--- config.mk ---
export PLATFORM = sky130hd
export DESIGN_NAME = launcher_mode_sequencer_top
export DESIGN_NICKNAME = d
export VERILOG_FILES = /design/src/rtl/lms_pkg.sv /design/src/rtl/lms_mode.sv /design/src/rtl/lms_fire.sv /design/src/rtl/launcher_mode_sequencer_top.sv
export SDC_FILE = /design/constraint.sdc
export NUM_CORES = 1
export LEC_CHECK = 0
export ABC_AREA = 0
export BUFFER_PORTS_ARGS = -buffer_cell sky130_fd_sc_hd__buf_2
export CORE_UTILIZATION = 45
export DETAILED_ROUTE_END_ITERATION = 8
export GPL_ROUTABILITY_DRIVEN = 0
export GPL_TIMING_DRIVEN = 0
export PLACE_DENSITY = 0.63
export SYNTH_ARGS = -nofsm -noshare
export SYNTH_HDL_FRONTEND = slang
export SYNTH_SLANG_ARGS = --single-unit
--- constraint.sdc ---
create_clock -name clk -period 5.2 [get_ports clk]
set_clock_uncertainty 0.1 [all_clocks]
set_input_delay 1.04 -clock clk [delete_from_list [all_inputs] [get_ports clk]]
set_output_delay 1.04 -clock clk [all_outputs]
set_load 0.005 [all_outputs]
--- src/rtl/lms_pkg.sv ---
// ---------------------------------------------------------------------------
// lms_pkg
// Shared types and codes of the launcher mode sequencer.
// ---------------------------------------------------------------------------
package lms_pkg;

	localparam int IN_W  = 40;
	localparam int OUT_W = 8;
	localparam int CFG_W = 16;
	localparam int CIDX_W = 2;

	localparam logic [CIDX_W-1:0] REG_MAX_HEAT    = 2'd0;
	localparam logic [CIDX_W-1:0] REG_HEAT_MARGIN = 2'd1;
	localparam logic [CIDX_W-1:0] REG_INIT_TMO    = 2'd2;

	localparam logic [9:0]  MAX_HEAT_RST    = 10'd320;
	localparam logic [9:0]  HEAT_MARGIN_RST = 10'd30;
	localparam logic [15:0] INIT_TMO_RST    = 16'd5000;

	localparam logic signed [10:0] STICK_THR = 11'sd100;

	localparam logic [1:0] SW_UP   = 2'd0;
	localparam logic [1:0] SW_MID  = 2'd1;
	localparam logic [1:0] SW_DOWN = 2'd2;

	localparam logic [1:0] CM_STOP   = 2'd0;
	localparam logic [1:0] CM_AUTO   = 2'd1;
	localparam logic [1:0] CM_REMOTE = 2'd2;
	localparam logic [1:0] CM_INIT   = 2'd3;

	localparam logic [1:0] FM_STOP  = 2'd0;
	localparam logic [1:0] FM_READY = 2'd1;
	localparam logic [1:0] FM_FIRE  = 2'd2;
	localparam logic [1:0] FM_HOME  = 2'd3;

	typedef struct packed {
		logic              remote_lost;
		logic              gimbal_stop;
		logic              home_pressed;
		logic [9:0]        heat_b;
		logic [9:0]        heat_a;
		logic              vision_attack;
		logic signed [10:0] fire_stick;
		logic [1:0]        mode_switch;
		logic [1:0]        ctrl_switch;
	} item_t;

	typedef struct packed {
		logic       homed;
		logic       vision_enable;
		logic       pid_clear;
		logic       feeder_run;
		logic       wheels_run;
		logic [1:0] fire_mode;
	} result_t;

	// control mode after this tick's update, homed flag before homing output
	typedef struct packed {
		logic [1:0] cm;
		logic       homed;
	} mode_t;

	typedef struct packed {
		logic [9:0] max_heat;
		logic [9:0] heat_margin;
	} heat_cfg_t;

endpackage

--- src/rtl/lms_mode.sv ---
// ---------------------------------------------------------------------------
// lms_mode
// Control mode state: homing timer, homed flag and control mode update.
// ---------------------------------------------------------------------------
module lms_mode (
	input  logic                clk,
	input  logic                arst_n,
	input  logic                step,
	input  logic [1:0]          ctrl_switch,
	input  logic                gimbal_stop,
	input  logic                home_pressed,
	input  logic [15:0]         init_tmo,
	input  logic                set_homed,
	output lms_pkg::mode_t      mode
);

	logic [1:0]  cm_q;
	logic [1:0]  prev_cm_q;
	logic        homed_q;
	logic [15:0] timer_q;

	logic [1:0]  decided;
	logic [1:0]  cm_d;
	logic [1:0]  prev_cm_d;
	logic        homed_d;
	logic [15:0] timer_d;
	logic        redecide;

	always_comb begin
		case (ctrl_switch)
			lms_pkg::SW_UP:  decided = lms_pkg::CM_AUTO;
			lms_pkg::SW_MID: decided = lms_pkg::CM_REMOTE;
			default:         decided = lms_pkg::CM_STOP;
		endcase
		if (gimbal_stop)
			decided = lms_pkg::CM_STOP;
		if (decided != lms_pkg::CM_STOP && prev_cm_q == lms_pkg::CM_STOP)
			decided = lms_pkg::CM_INIT;
	end

	always_comb begin
		timer_d  = timer_q;
		homed_d  = homed_q;
		redecide = 1'b1;
		if (cm_q == lms_pkg::CM_INIT) begin
			if (ctrl_switch == lms_pkg::SW_DOWN) begin
				timer_d = '0;
			end else if (!homed_q) begin
				if (timer_q >= init_tmo) begin
					timer_d = '0;
				end else if (home_pressed) begin
					homed_d = 1'b1;
					timer_d = '0;
				end else begin
					timer_d  = timer_q + 16'd1;
					redecide = 1'b0;
				end
			end else begin
				timer_d = '0;
			end
		end
		cm_d      = redecide ? decided : cm_q;
		prev_cm_d = redecide ? decided : prev_cm_q;
	end

	assign mode.cm    = cm_d;
	assign mode.homed = homed_d;

	always_ff @(posedge clk or negedge arst_n) begin
		if (!arst_n) begin
			cm_q      <= lms_pkg::CM_STOP;
			prev_cm_q <= lms_pkg::CM_STOP;
			homed_q   <= 1'b0;
			timer_q   <= '0;
		end else if (step) begin
			cm_q      <= cm_d;
			prev_cm_q <= prev_cm_d;
			homed_q   <= homed_d | set_homed;
			timer_q   <= timer_d;
		end
	end

endmodule

--- src/rtl/lms_fire.sv ---
// ---------------------------------------------------------------------------
// lms_fire
// Firing mode pick, heat limit, motor flags and change detect.
// ---------------------------------------------------------------------------
module lms_fire (
	input  logic                 clk,
	input  logic                 arst_n,
	input  logic                 step,
	input  lms_pkg::item_t       item,
	input  lms_pkg::mode_t       mode,
	input  lms_pkg::heat_cfg_t   cfg,
	output logic                 set_homed,
	output lms_pkg::result_t     res
);

	logic [1:0]         fm_q;
	logic [1:0]         fm;
	logic signed [11:0] room_a;
	logic signed [11:0] room_b;
	logic signed [11:0] margin;
	logic               heat_ok;
	logic               stick_hit;

	assign room_a  = $signed({2'b00, cfg.max_heat}) - $signed({2'b00, item.heat_a});
	assign room_b  = $signed({2'b00, cfg.max_heat}) - $signed({2'b00, item.heat_b});
	assign margin  = $signed({2'b00, cfg.heat_margin});
	assign heat_ok = (room_a >= margin) && (room_b >= margin);

	assign stick_hit = (item.fire_stick >= lms_pkg::STICK_THR) ||
	                   (item.fire_stick <= -lms_pkg::STICK_THR);

	always_comb begin
		if (heat_ok) begin
			case (mode.cm)
				lms_pkg::CM_AUTO:
					fm = item.vision_attack ? lms_pkg::FM_FIRE : lms_pkg::FM_READY;
				lms_pkg::CM_REMOTE: begin
					if (item.mode_switch == lms_pkg::SW_UP)
						fm = stick_hit ? lms_pkg::FM_FIRE : lms_pkg::FM_READY;
					else
						fm = lms_pkg::FM_STOP;
				end
				lms_pkg::CM_INIT: fm = lms_pkg::FM_HOME;
				default:          fm = lms_pkg::FM_STOP;
			endcase
		end else begin
			fm = (mode.cm == lms_pkg::CM_AUTO) ? lms_pkg::FM_READY : lms_pkg::FM_STOP;
		end
	end

	always_comb begin
		res.fire_mode     = fm;
		res.pid_clear     = (fm != fm_q);
		res.wheels_run    = (fm == lms_pkg::FM_FIRE) || (fm == lms_pkg::FM_READY);
		res.feeder_run    = (fm == lms_pkg::FM_FIRE) ||
		                    (fm == lms_pkg::FM_HOME && !mode.homed && !item.home_pressed);
		set_homed         = (fm == lms_pkg::FM_HOME) && !mode.homed && item.home_pressed;
		res.homed         = mode.homed | set_homed;
		res.vision_enable = !((fm == lms_pkg::FM_HOME) || (mode.cm == lms_pkg::CM_INIT) ||
		                      item.remote_lost);
	end

	always_ff @(posedge clk or negedge arst_n) begin
		if (!arst_n)
			fm_q <= lms_pkg::FM_STOP;
		else if (step)
			fm_q <= fm;
	end

endmodule

--- src/rtl/launcher_mode_sequencer_top.sv ---
// ---------------------------------------------------------------------------
// launcher_mode_sequencer_top
// Per-tick firing mode sequencer of a two-barrel launcher.
// ---------------------------------------------------------------------------
// channel  | dir | handshake              | payload
// s_axis   | in  | s_axis_tvalid/tready   | s_axis_tdata[39:0], one tick item
// m_axis   | out | m_axis_tvalid/tready   | m_axis_tdata[7:0], one result item
// cfg      | in  | cfg_we (no wait)       | cfg_index[1:0], cfg_data[15:0]
//
// One item per clock while the result is not stalled; input register, then
// decision logic into the result register.
// Reset clears mode state, the homing timer and loads register defaults.
// A stalled result holds the result register; the input register still
// takes an item while it is empty or the result register is empty or draining.
// ---------------------------------------------------------------------------
module launcher_mode_sequencer_top (
	input  logic                         clk,
	input  logic                         arst_n,
	input  logic                         s_axis_tvalid,
	output logic                         s_axis_tready,
	// ctrl_switch, mode_switch, fire_stick, vision_attack, heat_a, heat_b,
	// home_pressed, gimbal_stop, remote_lost, pad
	input  logic [lms_pkg::IN_W-1:0]     s_axis_tdata,
	output logic                         m_axis_tvalid,
	input  logic                         m_axis_tready,
	// fire_mode, wheels_run, feeder_run, pid_clear, vision_enable, homed, pad
	output logic [lms_pkg::OUT_W-1:0]    m_axis_tdata,
	input  logic                         cfg_we,
	input  logic [lms_pkg::CIDX_W-1:0]   cfg_index,
	input  logic [lms_pkg::CFG_W-1:0]    cfg_data
);

	logic                 valid_s1;
	lms_pkg::item_t       item_s1;
	logic                 out_valid_q;
	lms_pkg::result_t     res_q;

	lms_pkg::heat_cfg_t   heat_cfg_q;
	logic [15:0]          init_tmo_q;

	logic                 out_free;
	logic                 step;
	logic                 set_homed;
	lms_pkg::mode_t       mode;
	lms_pkg::result_t     res;

	assign out_free      = !out_valid_q || m_axis_tready;
	assign step          = valid_s1 && out_free;
	assign s_axis_tready = !valid_s1 || out_free;

	always_ff @(posedge clk or negedge arst_n) begin
		if (!arst_n) begin
			heat_cfg_q.max_heat    <= lms_pkg::MAX_HEAT_RST;
			heat_cfg_q.heat_margin <= lms_pkg::HEAT_MARGIN_RST;
			init_tmo_q             <= lms_pkg::INIT_TMO_RST;
		end else if (cfg_we) begin
			case (cfg_index)
				lms_pkg::REG_MAX_HEAT:    heat_cfg_q.max_heat    <= cfg_data[9:0];
				lms_pkg::REG_HEAT_MARGIN: heat_cfg_q.heat_margin <= cfg_data[9:0];
				lms_pkg::REG_INIT_TMO:    init_tmo_q             <= cfg_data[15:0];
				default: ;
			endcase
		end
	end

	always_ff @(posedge clk or negedge arst_n) begin
		if (!arst_n) begin
			valid_s1    <= 1'b0;
			out_valid_q <= 1'b0;
		end else begin
			if (s_axis_tready)
				valid_s1 <= s_axis_tvalid;
			if (out_free)
				out_valid_q <= valid_s1;
		end
	end

	always_ff @(posedge clk) begin
		if (s_axis_tvalid && s_axis_tready)
			item_s1 <= lms_pkg::item_t'(s_axis_tdata[lms_pkg::IN_W-2:0]);
		if (step)
			res_q <= res;
	end

	lms_mode u_mode (
		.clk          (clk),
		.arst_n       (arst_n),
		.step         (step),
		.ctrl_switch  (item_s1.ctrl_switch),
		.gimbal_stop  (item_s1.gimbal_stop),
		.home_pressed (item_s1.home_pressed),
		.init_tmo     (init_tmo_q),
		.set_homed    (set_homed),
		.mode         (mode)
	);

	lms_fire u_fire (
		.clk       (clk),
		.arst_n    (arst_n),
		.step      (step),
		.item      (item_s1),
		.mode      (mode),
		.cfg       (heat_cfg_q),
		.set_homed (set_homed),
		.res       (res)
	);

	assign m_axis_tvalid = out_valid_q;
	assign m_axis_tdata  = {1'b0, res_q};

endmodule

==> flow_metrics.py, run 1 <==
metrics = {
    "placed_design": {
        "dp_hpwl_mm": 8.49,
        "dp.cells": 785,
        "numPortBuffers": 70,
    },
    "clocking": {
        "numCtsBuffers": 9,
        "ctsLongestPathBuffers": 2,
        "cts_hold_buf": 0,
        "root_buffer": "clkbuf_16",
        "cts_tree": "yes",
        "postCtsSetupRepairBufs": 0,
        "clk_pin_slew_worst_paths_ns": 0.07,
        "clkSinkCount": 107,
        "htree_levels": 3,
        "insertion_delay_ns": 0.35,
    },
    "die": {
        "die_x_um": 117,
        "pin_count": 73,
        "start_util_pct": 46.6,
        "design.die.area_um2": 13600,
        "fp.coreArea_um2": 12700,
        "die_h_um": 117,
        "rows": 41,
    },
    "setup_path": {
        "worstReg2RegEnd": "m_axis_tdata[3]",
        "arrival_ns": 4.74,
        "r2r_start": "heat_cfg_q[10]",
        "endpoint": "m_axis_tdata[3]",
        "required_ns": 5.21,
        "slowest_stage": "fa_1",
        "ff2ff_setup_slack_ns": 0.47,
        "crit_path_start_kind": "flop",
        "reg2regPathDepth": 19,
        "cp-startpoint": "heat_cfg_q[10]",
        "worstSetupPathType": "reg2reg",
        "cp.depth": 19,
        "cp_top_family": "compound AO/OA/AOI/OAI gates",
        "critical_path.cell_chain": "inv_1 > ha_1 > inv_1 > fa_1 > a211oi_1 > o21ai_0 > a21oi_1 > o21bai_1 > xnor2_1 > ha_1 > nand4_1 > nor3_1 > a211oi_1 > a211oi_1 > and3_1 > mux2i_2 > inv_1 > ha_1 > a21o_1",
        "cp_max_fo": 4,
        "critical_path_buf_inv_count": 3,
        "max_stage_delay_ns": 0.41,
        "crit_path_end_kind": "flop",
    },
    "drt": {
        "drc": 0,
        "dr_total_vias": 4063,
        "via_per_inst": 5.07,
        "ant_nets": 0,
        "wirelength_mm": 11.3,
        "drt-wirelength-per-cell_um": 14.1,
        "first_iter_violations": 138,
        "dr.pass1.iters": 4,
    },
    "global_routing": {
        "gr-total-overflow": 0,
        "antenna_found_initial": 0,
        "grt_max_degree": 62,
        "track_usage_pct": 18.2,
        "grt_pass1_wl_mm": 18.8,
        "grt_pass1_vias": 3989,
    },
    "sta": {
        "hold_ws_ns": 0.383,
        "finalCriticalPeriod_ns": 4.73,
        "hold_viol": 0,
        "worstMarginPinSlew_ns": 0.902,
        "max_slew_margin_pct": 39.9,
        "rsz0062_at_grt": "false",
        "max_freq_mhz": 211,
        "slew_viol_final": 0,
        "fin_setup_tns_ns": 0,
        "post-route-period-util_pct": 91.0,
        "setup_viol": 0,
    },
    "min_path": {
        "min-delay-path-class": "reg2reg",
    },
    "cells_and_area": {
        "mostFrequentLayoutCell": "buf_2",
        "area_delta_synth_final_pct": 14.6,
        "fin_nets": 748,
        "final_cells": 801,
        "drive_above_1_share_pct": 22.6,
        "postLayoutCoreUtil_pct": 53.5,
        "antenna_cells": 0,
        "final_cell_mix": "buf_2, inv_1, ha_1",
    },
    "pwr": {
        "power_frac_seq_pct": 43.9,
        "power_switching_mw": 0.714,
        "p_comb_share_pct": 27.1,
        "pwr_density_cell_nw_per_um2": 349,
        "pwr-share-clk_pct": 29.0,
        "p_leak_nw": 3.12,
        "switching_share_pct": 30.1,
        "ir_drop_v": 0.000236,
        "internal_power_mw": 1.66,
    },
    "run_status": {
        "outcome": "finished, final reports clean",
    },
    "synthesis": {
        "synth_edf_count": 46,
        "synth_nets": 667,
        "ys_seq_area_share_pct": 49.2,
        "ys_ff_latch": 107,
        "syn_inst": 543,
        "async_flop_share_pct": 57.0,
        "synth_top_flop_cell": "dfrtp_1",
        "yosys_warnings": 0,
        "synth_cell_types": 52,
        "syn_area_um2": 5930,
        "synth.avg_cell_area_um2": 10.9,
    },
    "job": {
        "maxCapViolCount": 0,
    },
}
==> worst min-delay path, delay by kind of cell, from the launching register on <==
family / cells / cell delay, ns
compound gates: 1 / 0.06
simple gates: 1 / 0.04
flops: 1 / 0.34
==> power by group through the flow <==
stage	Sequential (mW)	Clock (mW)	Combinational (mW)
2_1_floorplan	1.04	0	0.475
3_3_place_gp	1.06	0	0.608
3_5_place_dp	1.06	0	0.636
4_1_cts	1.05	0.714	0.645
5_1_grt	1.06	0.744	0.736
6_report	1.04	0.688	0.643
==> Yosys cell counts (2+ instances only) <==
| master | n | share of area (%) |
|---|---|---|
| nor2_1 | 47 | 3.0 |
| nand3_1 | 11 | 0.93 |
| a211o_1 | 3 | 0.44 |
| fa_1 | 2 | 0.67 |
| inv_1 | 60 | 3.8 |
| edfxtp_1 | 46 | 23 |
| a2111oi_0 | 2 | 0.30 |
| o2111ai_1 | 2 | 0.30 |
| nor4_1 | 2 | 0.21 |
| o21bai_1 | 3 | 0.38 |
| ha_1 | 59 | 12 |
| a21boi_0 | 4 | 0.51 |
| mux2_2 | 36 | 6.8 |
| a21oi_1 | 25 | 2.1 |
| dfstp_2 | 11 | 4.9 |
| nor3b_1 | 3 | 0.38 |
| nand2b_1 | 13 | 1.4 |
| xnor2_1 | 12 | 1.8 |
| and3_1 | 7 | 0.74 |
| clkbuf_1 | 4 | 0.25 |
| nand2_1 | 37 | 2.3 |
| o311ai_0 | 3 | 0.44 |
| nor3_1 | 5 | 0.42 |
| o22ai_1 | 2 | 0.21 |
| dfrtp_1 | 50 | 21 |
| o31ai_1 | 4 | 0.51 |
| nand4_1 | 8 | 0.84 |
| o21ai_0 | 35 | 3.0 |
| a21o_1 | 4 | 0.51 |
| nor2b_1 | 2 | 0.21 |
| o21a_1 | 6 | 0.76 |
| xor2_1 | 9 | 1.3 |
| nand3b_1 | 4 | 0.51 |
| a211oi_1 | 4 | 0.51 |
==> how the worst min path moves through the flow <==
stage                        start             endpoint  slack [ns]  depth (start not counted)
2_1_floorplan  u_mode.prev_cm_q[1]  u_mode.prev_cm_q[1]        0.35                          2
3_3_place_gp   u_mode.prev_cm_q[1]  u_mode.prev_cm_q[1]        0.37                          2
3_5_place_dp   u_mode.prev_cm_q[1]  u_mode.prev_cm_q[1]        0.37                          2
4_1_cts        u_mode.prev_cm_q[1]  u_mode.prev_cm_q[1]        0.39                          2
5_1_grt             init_tmo_q[13]       init_tmo_q[13]        0.42                          1
6_report       u_mode.prev_cm_q[1]  u_mode.prev_cm_q[1]        0.38                          2
==> logic make-up after synthesis <==
family                     count (synthesis)  share of synthesized area [%]
xor gates and xnor gates                  21                           3.10
DFF                                      107                           49.2
buffers and inverters                     67                           4.32
other                                      1                         0.0632
and+or+nand+nor                          146                           12.3
adders and majority gates                 61                           13.1
AOI/OAI and AO/OA                        103                           10.8
muxes                                     37                           7.00
==> flip-flops by register name (all words and copies together) (netlist names) <==
name	cells
u_mode.timer_q	16
u_mode.prev_cm_q	2
m_axis_tvalid	1
item_s1	39
init_tmo_q	16
u_fire.fm_q	2
m_axis_tdata	7
u_mode.homed_q	1
valid_s1	1
u_mode.cm_q	2
heat_cfg_q	20
==> stage by stage <==
stage | power (mW) | setup slack [ns] | cell area [um2]
6_report | 2.37 | 0.468 | 6800
5_1_grt | 2.54 | 0.0175 | 6800
4_1_cts | 2.40 | 0.422 | 6790
3_5_place_dp | 1.70 | 0.511 | 6500
3_3_place_gp | 1.67 | 0.524 | 6500
2_1_floorplan | 1.52 | 1.25 | 5930
==> repair_timing <==
item	4_1_cts	5_1_grt
resized for setup	0	1
hold endpoints to repair	0	0
endpoints found under the setup margin	0	2
==> metal layers <==
layer,track usage [%],up-vias,share of wire [%]
met2,30.3,67,48
li1,-,2077,-
met5,0,-,0
met4,6.50,0,1.3
met3,4.12,11,3.6
met1,23.5,1908,48
==> final cells by class <==
class | count | area, um2
Buffer | 6 | 27.5
Clock buffer | 11 | 233
Inverter | 61 | 229
Tap cell | 172 | 215
Sequential cell | 107 | 2920
Timing Repair Buffer | 70 | 353
Multi-Input combinational cell | 369 | 2760
Clock inverter | 5 | 61.3
Fill cell | 1157 | 5920
Note: power is estimated with default switching activity, not from simulation.
==> run 2, diff against run 1 <==
Settings changed: SYNTH_HIERARCHICAL set to 1.
==> run 2 against run 1 <==
Compared with the run above: non-clock buffer count rose by 2; die area rose by 3.1%; fmax rose by 6.0%; flip-flop and latch count did not move; hold slack improved by 0.0048 ns; critical path depth rose by 4; sequential share of layout area fell by 1.2 points; cell area rose by 2.9%; utilization fell by 0.60 points; combinational power rose by 15%; first-iteration DRC count fell by 5.8%; highest routed layer unchanged.
==> flow_metrics.py, run 2 <==
metrics = {
    "run_status": {
        "outcome": "finished, final reports clean",
    },
    "sta": {
        "worstMarginPinSlew_ns": 0.885,
        "max_freq_mhz": 224,
        "slew_viol_final": 0,
        "hold_viol": 0,
        "finalCriticalPeriod_ns": 4.46,
        "setup_viol": 0,
        "max_slew_margin_pct": 41.0,
        "post-route-period-util_pct": 85.8,
        "fin_setup_tns_ns": 0,
        "rsz0062_at_grt": "false",
    },
    "die": {
        "die_h_um": 119,
        "start_util_pct": 46.2,
        "die_x_um": 119,
        "fp.coreArea_um2": 13200,
        "pin_count": 73,
        "rows": 42,
        "design.die.area_um2": 14100,
    },
    "min_path": {
        "min-delay-path-class": "reg2reg",
        "hold_path.startpoint": "valid_s1",
    },
    "synthesis": {
        "async_flop_share_pct": 57.0,
        "syn_area_um2": 6120,
        "synth_nets": 655,
        "synth.top_cell.area_share_pct": 22.6,
        "synth_edf_count": 46,
        "yosys_warnings": 6,
        "syn_inst": 531,
        "ys_ff_latch": 107,
        "yosysMostFrequentCell": "inv_1",
        "synth_top_area_cell": "edfxtp_1",
        "synth_commonest_cells": "inv_1, ha_1, dfrtp_1, edfxtp_1, nor2_1",
        "ys_seq_area_share_pct": 47.8,
        "synth.avg_cell_area_um2": 11.5,
        "synth_top_flop_cell": "dfrtp_1",
        "synth_area_leaders": "edfxtp_1, dfrtp_1, ha_1",
        "synth_cell_types": 66,
    },
    "pwr": {
        "p_total_mw": 2.51,
        "pwr_density_cell_nw_per_um2": 359,
        "p_leak_nw": 3.22,
        "ir_drop_v": 0.000144,
    },
    "setup_path": {
        "cp-startpoint": "heat_cfg_q[10]",
        "r2r_start": "heat_cfg_q[10]",
        "path_common_cell": "a21oi_1",
        "crit_path_end_kind": "flop",
        "required_ns": 5.37,
        "critical_path.cell_chain": "inv_1 > ha_1 > inv_1 > fa_1 > a211oi_1 > o21bai_1 > a21oi_1 > o21bai_1 > a21oi_1 > xnor2_1 > ha_1 > o21ai_0 > a21oi_1 > o21ai_0 > a211oi_2 > nand2_2 > or3_1 > inv_1 > ha_1 > nand2b_1 > nor2_1 > a21oi_1 > o31ai_1",
        "cp_top_family": "compound AO/OA/AOI/OAI gates",
        "worstSetupPathType": "reg2reg",
        "arrival_ns": 4.63,
        "slowest_stage": "fa_1",
        "cp_max_fo": 4,
        "crit_path_start_kind": "flop",
        "max_stage_delay_ns": 0.42,
        "critical_path_buf_inv_count": 3,
    },
    "clocking": {
        "ctsLongestPathBuffers": 2,
        "insertion_delay_ns": 0.36,
        "cts_tree": "yes",
        "numCtsBuffers": 9,
        "clkSinkCount": 107,
        "clk_pin_slew_worst_paths_ns": 0.07,
        "root_buffer": "clkbuf_16",
        "ctsResizeCount": 0,
        "htree_levels": 3,
        "postCtsSetupRepairBufs": 0,
        "cts_hold_buf": 0,
    },
    "job": {
        "maxCapViolCount": 0,
    },
    "cells_and_area": {
        "area_delta_synth_final_pct": 14.4,
        "fill_cells": 1200,
        "final_cell_mix": "buf_2, inv_1, ha_1",
        "antenna_cells": 0,
        "final_cell_area_um2": 7000,
        "drive_above_1_share_pct": 24.8,
        "fin_nets": 736,
        "multi_input_area_um2": 2900,
        "reg_top3": "item_s1 (39), heat_cfg_q (20)",
        "final_cells": 793,
        "mostFrequentLayoutCell": "buf_2",
        "largest_reg_flops": 39,
        "seqCellArea_um2": 2920,
        "regMostFlops": "item_s1",
    },
    "drt": {
        "drc": 0,
        "first_iter_violations": 130,
        "dr.pass1.iters": 4,
        "via_per_inst": 5.22,
        "wirelength_mm": 11.7,
        "ant_nets": 0,
        "dr_total_vias": 4143,
        "drt-wirelength-per-cell_um": 14.7,
    },
    "global_routing": {
        "track_usage_pct": 17.9,
        "grt_pass1_wl_mm": 19.7,
        "grt_max_degree": 62,
        "antenna_found_initial": 0,
        "grt_pass1_vias": 4221,
        "gr-total-overflow": 0,
    },
    "placed_design": {
        "dp_hpwl_mm": 8.89,
        "numPortBuffers": 70,
        "dp.cells": 777,
        "placed_cell_area_um2": 6690,
    },
}
[run 2: cell types whose count changed after synthesis, moves of 5 or more]
| cell | previous run | this run |
|---|---|---|
| a31oi_1 | 0 | 5 |
| mux2_2 | 36 | 26 |
| mux2_4 | 0 | 10 |
| mux2i_1 | 1 | 6 |
| nand2_1 | 37 | 19 |
| nor2_1 | 47 | 37 |
| o211ai_1 | 0 | 7 |
| o21ai_0 | 35 | 11 |
[run 2: report_power, final]
| group | leakage [nW] | switching, mW | internal (mW) | total [mW] |
|---|---|---|---|---|
| registers | 1.18 | 0.0777 | 1.00 | 1.08 |
| clock network | 0.150 | 0.351 | 0.344 | 0.694 |
| logic | 1.89 | 0.387 | 0.352 | 0.739 |
[run 2: area by class of cell]
cell class | count | share of cell area, %
clock inverters | 7 | 1.16
plain buffers | 8 | 0.930
repair buffers | 70 | 5.04
inverters | 63 | 3.38
multi-input cells | 353 | 41.4
flip-flops and latches | 107 | 41.7
clock buffers | 9 | 3.22
well taps | 176 | 3.15
[run 2: kinds of logic after synthesis]
| family | synth area share (%) |
|---|---|
| mux | 8.59 |
| compound gates | 10.6 |
| xor+xnor | 3.72 |
| other cells | 0.0613 |
| flops | 47.8 |
| simple gates | 11.6 |
| buf+inv | 4.93 |
| fa+ha+maj | 12.7 |
[run 2: path summary, 6_finish.rpt]
| check | end | slack, ns | depth (start not counted) |
|---|---|---|---|
| max | u_mode/homed_q | 0.74 | 23 |
| min | m_axis_tvalid | 0.39 | 1 |
| max reg2reg | u_mode/homed_q | 0.74 | 23 |
| min reg2reg | m_axis_tvalid | 0.39 | 1 |
| max in group asynchronous | u_mode/homed_q | 3.86 | 1 |
| min in group asynchronous | init_tmo_q[14] | 0.65 | 1 |
[run 2: metal layers]
| layer | track usage (%) | share of wire, % | wire [um] |
|---|---|---|---|
| met3 | 4.49 | 3.1 | 361 |
| met1 | 21.2 | 45 | 5220 |
| met5 | 0 | 0 | 0 |
| met4 | 6.88 | 2.3 | 268 |
| met2 | 31.0 | 50 | 5840 |
[run 2: stage by stage]
step                util (%)  hold WS, ns  setup WS, ns
detailed placement      50.5        0.373         0.776
floorplan                  -        0.349          1.30
global placement        50.5        0.355         0.804
CTS                     52.8        0.389         0.735
finish                  52.9        0.388         0.736
global route            52.9        0.412         0.247
